$ cat config.mk
export PLATFORM = sky130hd
export DESIGN_NAME = hd_rumble_frame_transcoder
export DESIGN_NICKNAME = d
export VERILOG_FILES = /design/src/design/hdrft_pkg.sv /design/src/design/hd_rumble_frame_transcoder.sv /design/src/design/hdrft_amp_scale.sv /design/src/design/hdrft_lane.sv
export SDC_FILE = /design/constraint.sdc
export NUM_CORES = 1
export LEC_CHECK = 0
export BUFFER_PORTS_ARGS = -buffer_cell sky130_fd_sc_hd__buf_2
export CORE_MARGIN = 2
export CORE_UTILIZATION = 55
export CTS_CLUSTER_SIZE = 30
export DETAILED_ROUTE_END_ITERATION = 6
export PLACE_DENSITY = 0.91
export SETUP_SLACK_MARGIN = 0.15
export SLEW_MARGIN = 0
export SYNTH_ARGS = -nofsm -noshare
export SYNTH_HDL_FRONTEND = slang
export SYNTH_HIERARCHICAL = 1
export SYNTH_SLANG_ARGS = --single-unit
$ cat constraint.sdc
create_clock -name clk -period 8.7 [get_ports clk]
set_input_delay 0.435 -clock clk [delete_from_list [all_inputs] [get_ports clk]]
set_output_delay 0.435 -clock clk [all_outputs]
set_load 0.05 [all_outputs]
$ cat src/design/hdrft_pkg.sv
// shared types and constants for the rumble frame transcoder
package hdrft_pkg;

    localparam int FRAME_W     = 40;
    localparam int AMP_IN_W    = 16;
    localparam int AMP_OUT_W   = 10;
    localparam int FREQ_W      = 9;

    localparam logic [7:0] REPORT_LENGTH    = 8'd64;
    localparam logic [7:0] REPORT_TAG       = 8'h02;
    localparam logic [3:0] COMMAND_NIBBLE   = 4'h5;
    localparam logic [FRAME_W-1:0] ZERO_PATTERN = 40'h00_1E10_00E1;

    // amplitude rescale: (amp * 1023 + 32767) / 65535
    localparam logic [AMP_IN_W-1:0] AMP_IN_MAX   = 16'hFFFF;
    localparam logic [AMP_IN_W-1:0] AMP_ROUND    = 16'h7FFF;

    typedef enum logic [1:0] {
        STATUS_OK         = 2'd0,
        STATUS_BAD_LENGTH = 2'd1,
        STATUS_BAD_REPORT = 2'd2,
        STATUS_NO_LINK    = 2'd3
    } status_t;

    typedef struct packed {
        logic [7:0]         report_length;
        logic [7:0]         report_tag;
        logic [7:0]         command_byte;
        logic [FRAME_W-1:0] left_frame;
        logic [FRAME_W-1:0] right_frame;
        logic               link_connected;
    } in_t;

    typedef struct packed {
        logic [1:0]         status;
        logic               effect_active;
        logic [FRAME_W-1:0] left_vibration;
        logic [FRAME_W-1:0] right_vibration;
    } out_t;

    // what one frame lane hands to the merge stage
    typedef struct packed {
        logic               active;
        logic [FRAME_W-1:0] word;
    } lane_result_t;

endpackage

$ cat src/design/hd_rumble_frame_transcoder.sv
// top level: report checks, two frame lanes and the merging output stage
// the result of an accepted request is written into the output register
// throughput: one request per cycle; a new request is taken while out_ready is high
// or the output register is empty, set by the single output register
// reset: rst_n clears the output valid flag; no other state
module hd_rumble_frame_transcoder (
    input  logic            clk,
    input  logic            rst_n,
    input  logic            in_valid,
    output logic            in_ready,
    input  hdrft_pkg::in_t  in_data,
    output logic            out_valid,
    input  logic            out_ready,
    output hdrft_pkg::out_t out_data
);
    import hdrft_pkg::*;

    lane_result_t left_result;
    lane_result_t right_result;
    status_t      status;
    out_t         merged;
    logic         out_valid_reg;
    logic         out_valid_next;
    out_t         out_data_reg;

    hdrft_lane u_left_lane (
        .frame  (in_data.left_frame),
        .result (left_result)
    );

    hdrft_lane u_right_lane (
        .frame  (in_data.right_frame),
        .result (right_result)
    );

    // first failing check wins
    always_comb
    begin
        if (in_data.report_length != REPORT_LENGTH)
        begin
            status = STATUS_BAD_LENGTH;
        end
        else if (in_data.report_tag != REPORT_TAG ||
                 in_data.command_byte[7:4] != COMMAND_NIBBLE)
        begin
            status = STATUS_BAD_REPORT;
        end
        else if (!in_data.link_connected)
        begin
            status = STATUS_NO_LINK;
        end
        else
        begin
            status = STATUS_OK;
        end
    end

    // merge: both words go out only when the status is OK and some amplitude is nonzero
    always_comb
    begin
        merged.status = status;
        if (status == STATUS_OK && (left_result.active || right_result.active))
        begin
            merged.effect_active   = 1'b1;
            merged.left_vibration  = left_result.word;
            merged.right_vibration = right_result.word;
        end
        else
        begin
            merged.effect_active   = 1'b0;
            merged.left_vibration  = ZERO_PATTERN;
            merged.right_vibration = ZERO_PATTERN;
        end
    end

    assign in_ready = !out_valid_reg || out_ready;

    always_comb
    begin
        if (in_valid && in_ready)
        begin
            out_valid_next = 1'b1;
        end
        else if (out_ready)
        begin
            out_valid_next = 1'b0;
        end
        else
        begin
            out_valid_next = out_valid_reg;
        end
    end

    always_ff @(posedge clk or negedge rst_n)
    begin
        if (!rst_n)
        begin
            out_valid_reg <= 1'b0;
        end
        else
        begin
            out_valid_reg <= out_valid_next;
        end
    end

    always_ff @(posedge clk)
    begin
        if (in_valid && in_ready)
        begin
            out_data_reg <= merged;
        end
    end

    assign out_valid = out_valid_reg;
    assign out_data  = out_data_reg;

endmodule

$ cat src/design/hdrft_amp_scale.sv
// rescales a 16-bit amplitude to 0..1023 with rounding
module hdrft_amp_scale (
    input  logic [hdrft_pkg::AMP_IN_W-1:0]  amp,
    output logic [hdrft_pkg::AMP_OUT_W-1:0] scaled
);
    import hdrft_pkg::*;

    localparam int PROD_W = AMP_IN_W + AMP_OUT_W;

    logic [PROD_W-1:0]    prod;
    logic [PROD_W-1:0]    biased;
    logic [AMP_OUT_W-1:0] quot;
    logic [AMP_IN_W:0]    rem;

    // amp * 1023 as a shift and subtract
    assign prod   = {amp, {AMP_OUT_W{1'b0}}} - {{AMP_OUT_W{1'b0}}, amp};
    assign biased = prod + {{AMP_OUT_W{1'b0}}, AMP_ROUND};

    // divide by 2^16-1: quotient estimate from the top bits, remainder below 2x divisor
    assign quot = biased[PROD_W-1:AMP_IN_W];
    assign rem  = {1'b0, biased[AMP_IN_W-1:0]} + {{(AMP_IN_W+1-AMP_OUT_W){1'b0}}, quot};

    always_comb
    begin
        if (rem >= {1'b0, AMP_IN_MAX})
        begin
            scaled = quot + {{(AMP_OUT_W-1){1'b0}}, 1'b1};
        end
        else
        begin
            scaled = quot;
        end
    end

endmodule

$ cat src/design/hdrft_lane.sv
// one motor frame lane: unpacks, rescales and repacks a 5-byte frame
module hdrft_lane (
    input  logic [hdrft_pkg::FRAME_W-1:0] frame,
    output hdrft_pkg::lane_result_t       result
);
    import hdrft_pkg::*;

    logic [7:0]           b0, b1, b2, b3, b4;
    logic [AMP_IN_W-1:0]  hi_amp;
    logic [AMP_IN_W-1:0]  lo_amp;
    logic [FREQ_W-1:0]    hi_freq;
    logic [FREQ_W-1:0]    lo_freq;
    logic [AMP_OUT_W-1:0] high_scaled;
    logic [AMP_OUT_W-1:0] low_scaled;

    assign b0 = frame[7:0];
    assign b1 = frame[15:8];
    assign b2 = frame[23:16];
    assign b3 = frame[31:24];
    assign b4 = frame[39:32];

    assign hi_amp  = {b2[3:0], b1[7:2], 6'b0};
    assign lo_amp  = {b4, b3[7:6], 6'b0};
    // 10-bit frequencies, top bit dropped
    assign hi_freq = {b1[0], b0};
    assign lo_freq = {b3[4:0], b2[7:4]};

    hdrft_amp_scale u_high_scale (
        .amp    (hi_amp),
        .scaled (high_scaled)
    );

    hdrft_amp_scale u_low_scale (
        .amp    (lo_amp),
        .scaled (low_scaled)
    );

    // tone bits stay clear
    assign result.word   = {high_scaled, 1'b0, hi_freq, low_scaled, 1'b0, lo_freq};
    assign result.active = (|hi_amp) | (|lo_amp);

endmodule
==> metrics.txt, run 1 <==
Yosys top cell area share 0.239; prevailing post-synth register cell edfxtp_1; Setup crit start kind input pin; Overall Power 1810 µW; max_slew headroom 0.267; PostCTS Resize Cnt 0; Setup TNS Final 0 ns; MaxCap Viol Count 0; min-delay src in_valid; metal2 WL 12,900 µm; IO Port Bufs 185; Worst IR Drop VDD 112 µV; DRT met1 WL 10,900 µm; Slew @ Worst Pin 1.10 ns; clock buffer count from CTS 9; Ys Warns 6; fmax 0.181 GHz; filler cell count 1,503; ordered cell list for the critical path buf_2 -> ha_1 -> inv_1 -> ha_1 -> o21ai_0 -> a21oi_1 -> a2111oi_2 -> o31ai_1 -> a21oi_1 -> xor2_1 -> inv_1 -> ha_1 -> nand2_1 -> a21oi_2 -> a211oi_1 -> or4_1 -> a2111oi_2 -> a31oi_4 -> nor3_1 -> xor2_1 -> nor4b_1; final setup vio count 0; Clock Latency Late Sink 0.34 ns; DRT Pass-1 Iters 6; num ports 194; Synth Cell Area 10,400 µm²; leakage power 0.00490 µW; area grow syn2layout 11.7%; first-pass GRT wire length 41,800 µm; syn_area_per_cell 9.11 µm²; Hold WC Path Type input pin to flip-flop; Multi-input gate area 7160 µm²; routed length per instance 16.9 µm; critical path's slowest cell or4_1; Final Max Slew Viols 0; number of routed nets with antenna violations 0; effective utilization at floorplan 0.559; worst r2r dst out_data[3]; distinct cell type count after synthesis 93; Die W 142 µm; root buf cell clkbuf_16; Final #Nets 1,558; number of flops mapped to enable cells by yosys 83; Worst Path Required 8.84 ns; global-route usage over all layers 0.254; FFs w/ async S/R, synth 0.0119; core area 18,600 µm²; CTS tree yes; hold depth 2; DP HPWL 20,400 µm; drt total wl 26,400 µm; Synth area leaders edfxtp_1, ha_1, nor4b_1; final hold violations 0; Worst Hold Endpoint out_valid; vias per inst 6.03; clk sinks 84; Tmin final 5.54 ns; cell mode on critical path ha_1; clock-pin slew on the worst setup and hold paths 0.07 ns; Cells after Synth 1,144; total grt overflow 0; Top Metal Used met5; Max clock buf depth 2; DRC 0; Die H 142 µm; H-tree depth 3; crit path DAT 5.68 ns; Reg2Reg Launch Point out_valid; reg2reg path depth 2; Pwr per Cell Area 156 nW/µm²; crit path max fanout 10; Setup Crit Path Kind input pin to flip-flop; post-synthesis sequential area ratio 0.242; FP Rows 50; largest net degree at the start of global routing 84; reg-to-reg slack, setup 6.90 ns; status finished, final reports clean; Seq. cell area 2520 µm²; Synth Register Bits 84; element type at the critical path end flip-flop; initial antenna violation count 3; fin crit share 0.636; GPL Wtd Cong 0.997; delay of the slowest critical-path stage 0.53 ns; vias in the first global route 8,783; Fin Clk Skew 0.0101 ns; initial DRC count 797; DR WL met3 1970 µm; RSZ-0062 raised after global routing no; area leader, netlist edfxtp_1; max FFs per register 83; CP Buf/Inv Count 3; Top delay family on crit path compound AO/OA/AOI/OAI gates; fraction of layout cells with a size suffix above 1 0.202; die area 20,100 µm²; vias post-DR 9,390
synth_stat cells, types with 9 or more instances:
cell type,instances
o21bai_1,10
edfxtp_1,83
nand3_1,24
nor2b_1,10
xnor2_1,62
inv_1,102
buf_6,9
or4_1,21
nand2_1,68
a21o_1,20
nand4_1,13
o21ai_0,28
nor4b_1,67
o211ai_1,10
a211oi_1,10
clkbuf_1,15
nor4_1,14
ha_1,124
buf_4,42
nand2b_1,11
nor3_1,14
a31oi_1,13
and3_1,15
a21oi_1,61
o21ai_1,17
xor2_1,27
nor2_1,68
per-stage QoR:
| step | setup WS [ns] | util | instance area, µm² | std cells | hold WS (ns) |
|---|---|---|---|---|---|
| floorplan | 3.73 | - | 10600 | 1194 | 0.139 |
| global placement | 3.09 | 0.606 | 11300 | 1539 | 0.210 |
| detailed placement | 2.91 | 0.606 | 11300 | 1539 | 0.212 |
| CTS | 3.23 | 0.624 | 11600 | 1556 | 0.306 |
| global route | 2.77 | 0.624 | 11600 | 1558 | 0.325 |
| finish | 3.16 | 0.624 | 11600 | 1558 | 0.311 |
power by group:
part | internal [µW] | switching (µW) | total, µW
combinational | 368 | 565 | 933
clock | 255 | 166 | 421
sequential | 458 | 3.51 | 461
total | 1080 | 735 | 1810
per-layer routing:
metal | track usage | vias to the layer above
li1 | - | 4551
met1 | 0.310 | 4339
met2 | 0.456 | 443
met3 | 0.0415 | 55
met4 | 0.0811 | 2
met5 | 0 | -
worst max path at each step:
stage / from / to / slack, ns / cells past startpoint
2_1_floorplan: in_data[40] / out_data[19] / 3.73 / 20
3_3_place_gp: in_data[40] / out_data[19] / 3.09 / 21
3_5_place_dp: in_data[40] / out_data[17] / 2.91 / 21
4_1_cts: in_data[40] / out_data[17] / 3.23 / 21
5_1_grt: in_data[40] / out_data[17] / 2.77 / 21
6_report: in_data[40] / out_data[17] / 3.16 / 21
layout by cell type, fill, tap and decap left out, types with 6 or more instances in the layout:
| cell | count |
|---|---|
| ha_1 | 124 |
| mux2i_1 | 8 |
| xor2_1 | 27 |
| and3_1 | 15 |
| o21bai_1 | 10 |
| buf_2 | 185 |
| o21a_1 | 6 |
| clkbuf_16 | 9 |
| nand3_1 | 24 |
| inv_1 | 102 |
| nand2b_1 | 11 |
| nor2_1 | 67 |
| nor4_1 | 14 |
| nor3b_1 | 7 |
| o2111ai_1 | 6 |
| and2_1 | 7 |
| fa_1 | 8 |
| nand2_1 | 67 |
| o21ai_0 | 28 |
| a21oi_1 | 61 |
| or4_1 | 21 |
| a211oi_1 | 10 |
| o22ai_1 | 6 |
| xnor2_1 | 62 |
| edfxtp_1 | 83 |
| conb_1 | 52 |
| nand4_1 | 13 |
| o211ai_1 | 10 |
| a21o_1 | 20 |
| nor3_1 | 14 |
| nor4b_1 | 67 |
| o31ai_1 | 6 |
| nor2b_1 | 10 |
| a211o_1 | 6 |
| o21ai_1 | 17 |
| a31oi_1 | 13 |
cells by family (layout without fill, tap and decap cells):
kind of cell             count (synthesis)  count (layout)  share of synthesized area
flip-flops                              84              84                      0.242
adder cells (fa/ha/maj)                132             132                      0.164
AO/OA/AOI/OAI                          250             250                      0.173
other                                    2              54                   0.000721
AND/OR/NAND/NOR                        394             394                      0.239
multiplexers                            11              11                     0.0109
buffers and inverters                  179             307                     0.0908
XOR/XNOR                                92              92                     0.0795
timing repair:
item                      in CTS  in global routing
hold buffers                   1                  0
setup buffers                  0                  0
hold endpoints to repair       1                  0
cell type report:
class                   instances  share of cell area
inverters                     102              0.0329
flip-flops and latches         84               0.216
clock inverters                 6             0.00817
multi-input cells             931               0.615
repair buffers                189              0.0823
diodes                          2            0.000430
well taps                     234              0.0252
clock buffers                  10              0.0197
(Power assumes the default switching activity.)
==> run 2, diff against run 1 <==
--- a/config.mk
+++ b/config.mk
@@ -7,10 +7,10 @@
 export LEC_CHECK = 0
 export BUFFER_PORTS_ARGS = -buffer_cell sky130_fd_sc_hd__buf_2
 export CORE_MARGIN = 2
-export CORE_UTILIZATION = 55
+export CORE_UTILIZATION = 53
 export CTS_CLUSTER_SIZE = 30
 export DETAILED_ROUTE_END_ITERATION = 6
-export PLACE_DENSITY = 0.91
+export PLACE_DENSITY = 0.92
 export SETUP_SLACK_MARGIN = 0.15
 export SLEW_MARGIN = 0
 export SYNTH_ARGS = -nofsm -noshare
==> constraint.sdc (replaced) <==
create_clock -name clk -period 4.91 [get_ports clk]
set_input_delay 0.2455 -clock clk [delete_from_list [all_inputs] [get_ports clk]]
set_output_delay 0.2455 -clock clk [all_outputs]
set_load 0.05 [all_outputs]
==> run 2 against run 1 <==
Against the previous run: clock power is 63% higher; worst setup slack got worse by 2.9 ns; combinational power grew 93%; sequential power grew 77%; via count rose by 2.4%; die area increased by 3.7%; wire length is 4.6% higher; design area is 5.2% higher; worst hold slack lost 0.19 ns.
==> metrics.txt, run 2 (synthesis results as in run 1) <==
status finished, final reports clean; Slew @ Worst Pin 1.20 ns; max FFs per register 83; vias post-DR 9,617; delay of the slowest critical-path stage 0.56 ns; commonest non-fill, non-tap cell in the layout buf_2; root buf cell clkbuf_16; Max clock buf depth 2; first-pass GRT wire length 41,800 µm; Tmin final 4.65 ns; vias per inst 5.86; CP Buf/Inv Count 3; leakage power 0.00518 µW; GPL Wtd Cong 0.940; Pint 1950 µW; Pwr per Cell Area 270 nW/µm²; effective utilization at floorplan 0.537; element type at the critical path end flip-flop; Clock Latency Late Sink 0.34 ns; Final Max Slew Viols 0; crit path DAT 4.80 ns; Psw 1350 µW; fin crit share 0.948; RSZ-0062 raised after global routing yes; DRC 0; Setup TNS Final 0 ns; pre-CTS setup slack -0.147 ns; Worst Hold Endpoint out_valid; die area 20,800 µm²; fraction of layout cells with a size suffix above 1 0.251; total grt overflow 0; final hold violations 0; clk sinks 84; initial antenna violation count 0; initial DRC count 574; fmax 0.215 GHz; reg2reg path depth 2; Fin Clk Skew 0.0125 ns; CP startpoint in_data[40]; sw frac 0.409; CTS tree yes; Final Cell Area 12,200 µm²; Overall Power 3300 µW; core area 19,400 µm²; num ports 194; Hold WC Path Type input pin to flip-flop; largest net degree at the start of global routing 84; Die W 144 µm; combinational cell fraction of total power 0.544; min-delay src in_valid; Die H 144 µm; crit path max fanout 5; drt total wl 27,600 µm; setup ws final 0.257 ns; final setup vio count 0; reg-to-reg slack, setup 3.10 ns; worst r2r dst out_data[5]; filler cell count 1,590; FP Rows 51; global-route usage over all layers 0.248; Top delay family on crit path compound AO/OA/AOI/OAI gates; Post-Route Hold Slack 0.124 ns; Reg2Reg Launch Point out_valid; number of routed nets with antenna violations 0; ordered cell list for the critical path buf_2 -> ha_1 -> inv_1 -> ha_1 -> o21ai_0 -> a21oi_1 -> a2111oi_2 -> o31ai_1 -> a21oi_1 -> xor2_2 -> inv_1 -> ha_1 -> nand2_1 -> a21oi_2 -> a211oi_1 -> or4_1 -> a2111oi_4 -> a31oi_4 -> nor3_2 -> xor2_1 -> nor4b_4; critical path's slowest cell or4_1; Setup crit start kind input pin; H-tree depth 3; DRT Pass-1 Iters 5; Area after DPL 11,700 µm²; MaxCap Viol Count 0; Clock power frac 0.208; DP HPWL 21,300 µm; Seq pwr share 0.248; cell mode on critical path ha_1; area grow syn2layout 17.4%; Setup Crit Path Kind input pin to flip-flop; routed length per instance 16.8 µm; Final #Nets 1,612; IO Port Bufs 185; n_diodes 0; commonest non-fill, non-tap cells in the layout buf_2, ha_1, inv_1, edfxtp_1; hold depth 2; max_slew headroom 0.200; clock buffer count from CTS 9; vias in the first global route 8,794; clock-pin slew on the worst setup and hold paths 0.06 ns; Worst IR Drop VDD 161 µV; Worst Path Required 5.05 ns
==> run 2: cell count changes in the layout (fill, tap and decap cells not counted), moves of 3 or more <==
cell     delta
ha_1        -3
buf_4      +53
nor4b_1    -10
ha_2        +3
nor4b_2     +9
==> run 2: through the flow <==
step,std cells,utilization
detailed placement,1620,0.604
finish,1641,0.631
CTS,1637,0.620
global route,1641,0.631
floorplan,1194,-
global placement,1620,0.604
==> run 2: worst register-to-register path, stage by stage, from the launching register on <==
cell and delay (ns):
dfrtp_1 0.37, nand2b_1 0.11, and2_4 0.85
==> run 2: how the worst max path moves through the flow <==
stage | to | slack, ns | cells after the start
2_1_floorplan | out_data[19] | 0.18 | 20
3_3_place_gp | out_data[11] | -0.01 | 21
3_5_place_dp | out_data[17] | -0.15 | 21
4_1_cts | out_data[17] | 0.18 | 21
5_1_grt | out_data[16] | 0.02 | 21
6_report | out_data[17] | 0.26 | 21
==> run 2: timing repair <==
action / CTS / global route
endpoints found under the setup margin: 0 / 32
setup buffers: 0 / 3
gates resized for setup: 0 / 31
hold endpoints to repair: 1 / 0
hold buffers: 1 / 0
==> run 2: area by class of cell <==
type,count,area (µm²),area share
Clock inverter,7,73.8,0.00603
Tap cell,265,332,0.0271
Sequential cell,84,2520,0.206
Timing Repair Buffer,242,1360,0.111
Clock buffer,9,225,0.0184
Multi-Input combinational cell,932,7350,0.601
Inverter,102,383,0.0313
==> run 2: routing by layer <==
layer,vias to the layer above,global-route usage,share of wire
met1,4509,0.303,0.41
met4,0,0.0981,0.039
met3,73,0.0351,0.058
li1,4671,-,-
met5,-,0,0
met2,364,0.438,0.49
==> run 2: power by group through the flow <==
stage | Sequential, µW | Combinational, µW | Clock, µW
after floorplan | 919 | 1210 | 0
after global placement | 832 | 1640 | 0
after detailed placement | 833 | 1690 | 0
after CTS | 818 | 1700 | 695
after global routing | 820 | 1960 | 720
final | 818 | 1800 | 686
==> run 3, diff against run 2 <==
--- a/config.mk
+++ b/config.mk
@@ -11,6 +11,7 @@
 export CTS_CLUSTER_SIZE = 30
 export DETAILED_ROUTE_END_ITERATION = 6
 export PLACE_DENSITY = 0.92
+export REMOVE_ABC_BUFFERS = 1
 export SETUP_SLACK_MARGIN = 0.15
 export SLEW_MARGIN = 0
 export SYNTH_ARGS = -nofsm -noshare
==> run 3 against run 2 <==
Against the previous run: global-route usage up 0.96 points; largest cell class unchanged; critical endpoint is now out_data[11]; power about the same; largest power group unchanged; critical path depth unchanged.
==> metrics.txt, run 3 (synthesis results as in run 1) <==
final hold violations 0; vias in the first global route 9,014; area grow syn2layout 16.9%; Tmin final 4.58 ns; root buf cell clkbuf_16; Final Core Density 0.628; RSZ-0062 raised after global routing no; Setup crit start kind input pin; clock buffer count from CTS 9; Area after DPL 11,700 µm²; n_diodes 0; number of routed nets with antenna violations 0; Hold WC Path Type input pin to flip-flop; Clock Latency Late Sink 0.33 ns; Pwr per Cell Area 271 nW/µm²; fin crit share 0.932; max FFs per register 83; Die H 144 µm; num ports 194; effective utilization at floorplan 0.537; MaxCap Viol Count 0; commonest non-fill, non-tap cells in the layout buf_2, ha_1, inv_1, edfxtp_1, nor2_1; Final Cell Area 12,200 µm²; Post-Route Hold Slack 0.131 ns; DRT Pass-1 Iters 5; CTS tree yes; crit path DAT 4.63 ns; DP HPWL 21,900 µm; IO Port Bufs 185; Fin Clk Skew 0.00690 ns; leakage power 0.00514 µW; commonest non-fill, non-tap cell in the layout buf_2; core area 19,400 µm²; Max clock buf depth 2; die area 20,800 µm²; Final Max Slew Viols 0; Worst Path Required 4.96 ns; drt total wl 28,000 µm; GPL Wtd Cong 0.986; DRC 0; crit path max fanout 5; clock-pin slew on the worst setup and hold paths 0.06 ns; ordered cell list for the critical path buf_2 -> ha_1 -> inv_1 -> ha_1 -> o21ai_2 -> a21oi_1 -> a2111oi_2 -> o31ai_1 -> a21oi_1 -> xor2_1 -> inv_1 -> ha_1 -> buf_4 -> or3_1 -> a31oi_1 -> a2111oi_4 -> buf_4 -> a31oi_4 -> buf_4 -> mux2_2 -> nor4b_2; routed length per instance 17.1 µm; initial antenna violation count 0; Setup Crit Path Kind input pin to flip-flop; Slew @ Worst Pin 1.15 ns; total grt overflow 0; final setup vio count 0; Worst IR Drop VDD 152 µV; initial DRC count 674; FP Rows 51; fraction of layout cells with a size suffix above 1 0.248; Final #Nets 1,604; max_slew headroom 0.232; largest net degree at the start of global routing 84; critical path's slowest cell a2111oi_2; Die W 144 µm; delay of the slowest critical-path stage 0.38 ns; element type at the critical path end flip-flop; clk sinks 84; first-pass GRT wire length 43,000 µm; global-route usage over all layers 0.257; vias post-DR 9,624; vias per inst 5.89; status finished, final reports clean; fmax 0.218 GHz; filler cell count 1,587; H-tree depth 3
-- run 3: changes by cell type in the layout (fill, tap and decap cells not counted), sizes merged --
cell	previous run	this run
inv	104	103
clkbuf	9	10
buf	241	233
clkinvlp	3	1
clkinv	1	3
-- run 3: final timing paths --
path | start | to | slack [ns] | depth (start not counted)
max | in_data[40] | out_data[11] | 0.33 | 21
min | in_valid | out_valid | 0.13 | 2
max reg2reg | out_valid | out_data[72] | 3.07 | 2
min reg2reg | out_valid | out_valid | 0.55 | 2
max in group asynchronous | rst_n | out_valid | 4.60 | 2
min in group asynchronous | rst_n | out_valid | 0.23 | 2
-- run 3: cell type report --
cell class              count  area [µm²]  area share
clock buffers              10         229      0.0188
clock inverters             6        65.1     0.00534
inverters                 102         383      0.0314
multi-input cells         932        7350       0.603
flip-flops and latches     84        2520       0.207
well taps                 265         332      0.0272
repair buffers            234        1310       0.107
-- run 3: what timing repair did --
| action | CTS | global route |
|---|---|---|
| hold buffers | 1 | 0 |
| endpoints found under the setup margin | 0 | 29 |
| endpoints found under the hold margin | 1 | 0 |
| buffers inserted | 0 | 1 |
| gates resized for setup | 0 | 34 |
-- run 3: worst max-delay path, delay by kind of cell --
kind	cells	cell delay [ns]
AO/OA/AOI/OAI	8	1.67
XOR/XNOR	1	0.20
adder cells (fa/ha/maj)	3	0.92
buffers and inverters	6	0.75
multiplexers	1	0.32
AND/OR/NAND/NOR	2	0.51
-- run 3: metal layers --
| layer | routed length [µm] | global-route usage | up-vias |
|---|---|---|---|
| met2 | 14000 | 0.462 | 436 |
| met4 | 896 | 0.103 | 0 |
| met1 | 11200 | 0.310 | 4478 |
| met5 | 0 | 0 | - |
| met3 | 1880 | 0.0361 | 65 |
| li1 | - | - | 4645 |
-- run 3: power breakdown --
group          switching, µW  total, µW  leakage [µW]  internal [µW]
clock                    289        685      0.000143            396
combinational           1060       1800       0.00421            740
sequential              6.95        818      0.000794            812
total                   1350       3300       0.00514           1950
-- run 3: per-stage QoR --
stage                     worst slack [ns]  cells  TNS (ns)  power (µW)
after floorplan                     0.0608   1117         0        2090
after global placement             -0.0993   1614    -0.189        2480
after detailed placement            -0.190   1614     -1.53        2530
after CTS                            0.160   1631         0        3220
after global routing                 0.127   1633         0        3500
final                                0.332   1633         0        3300
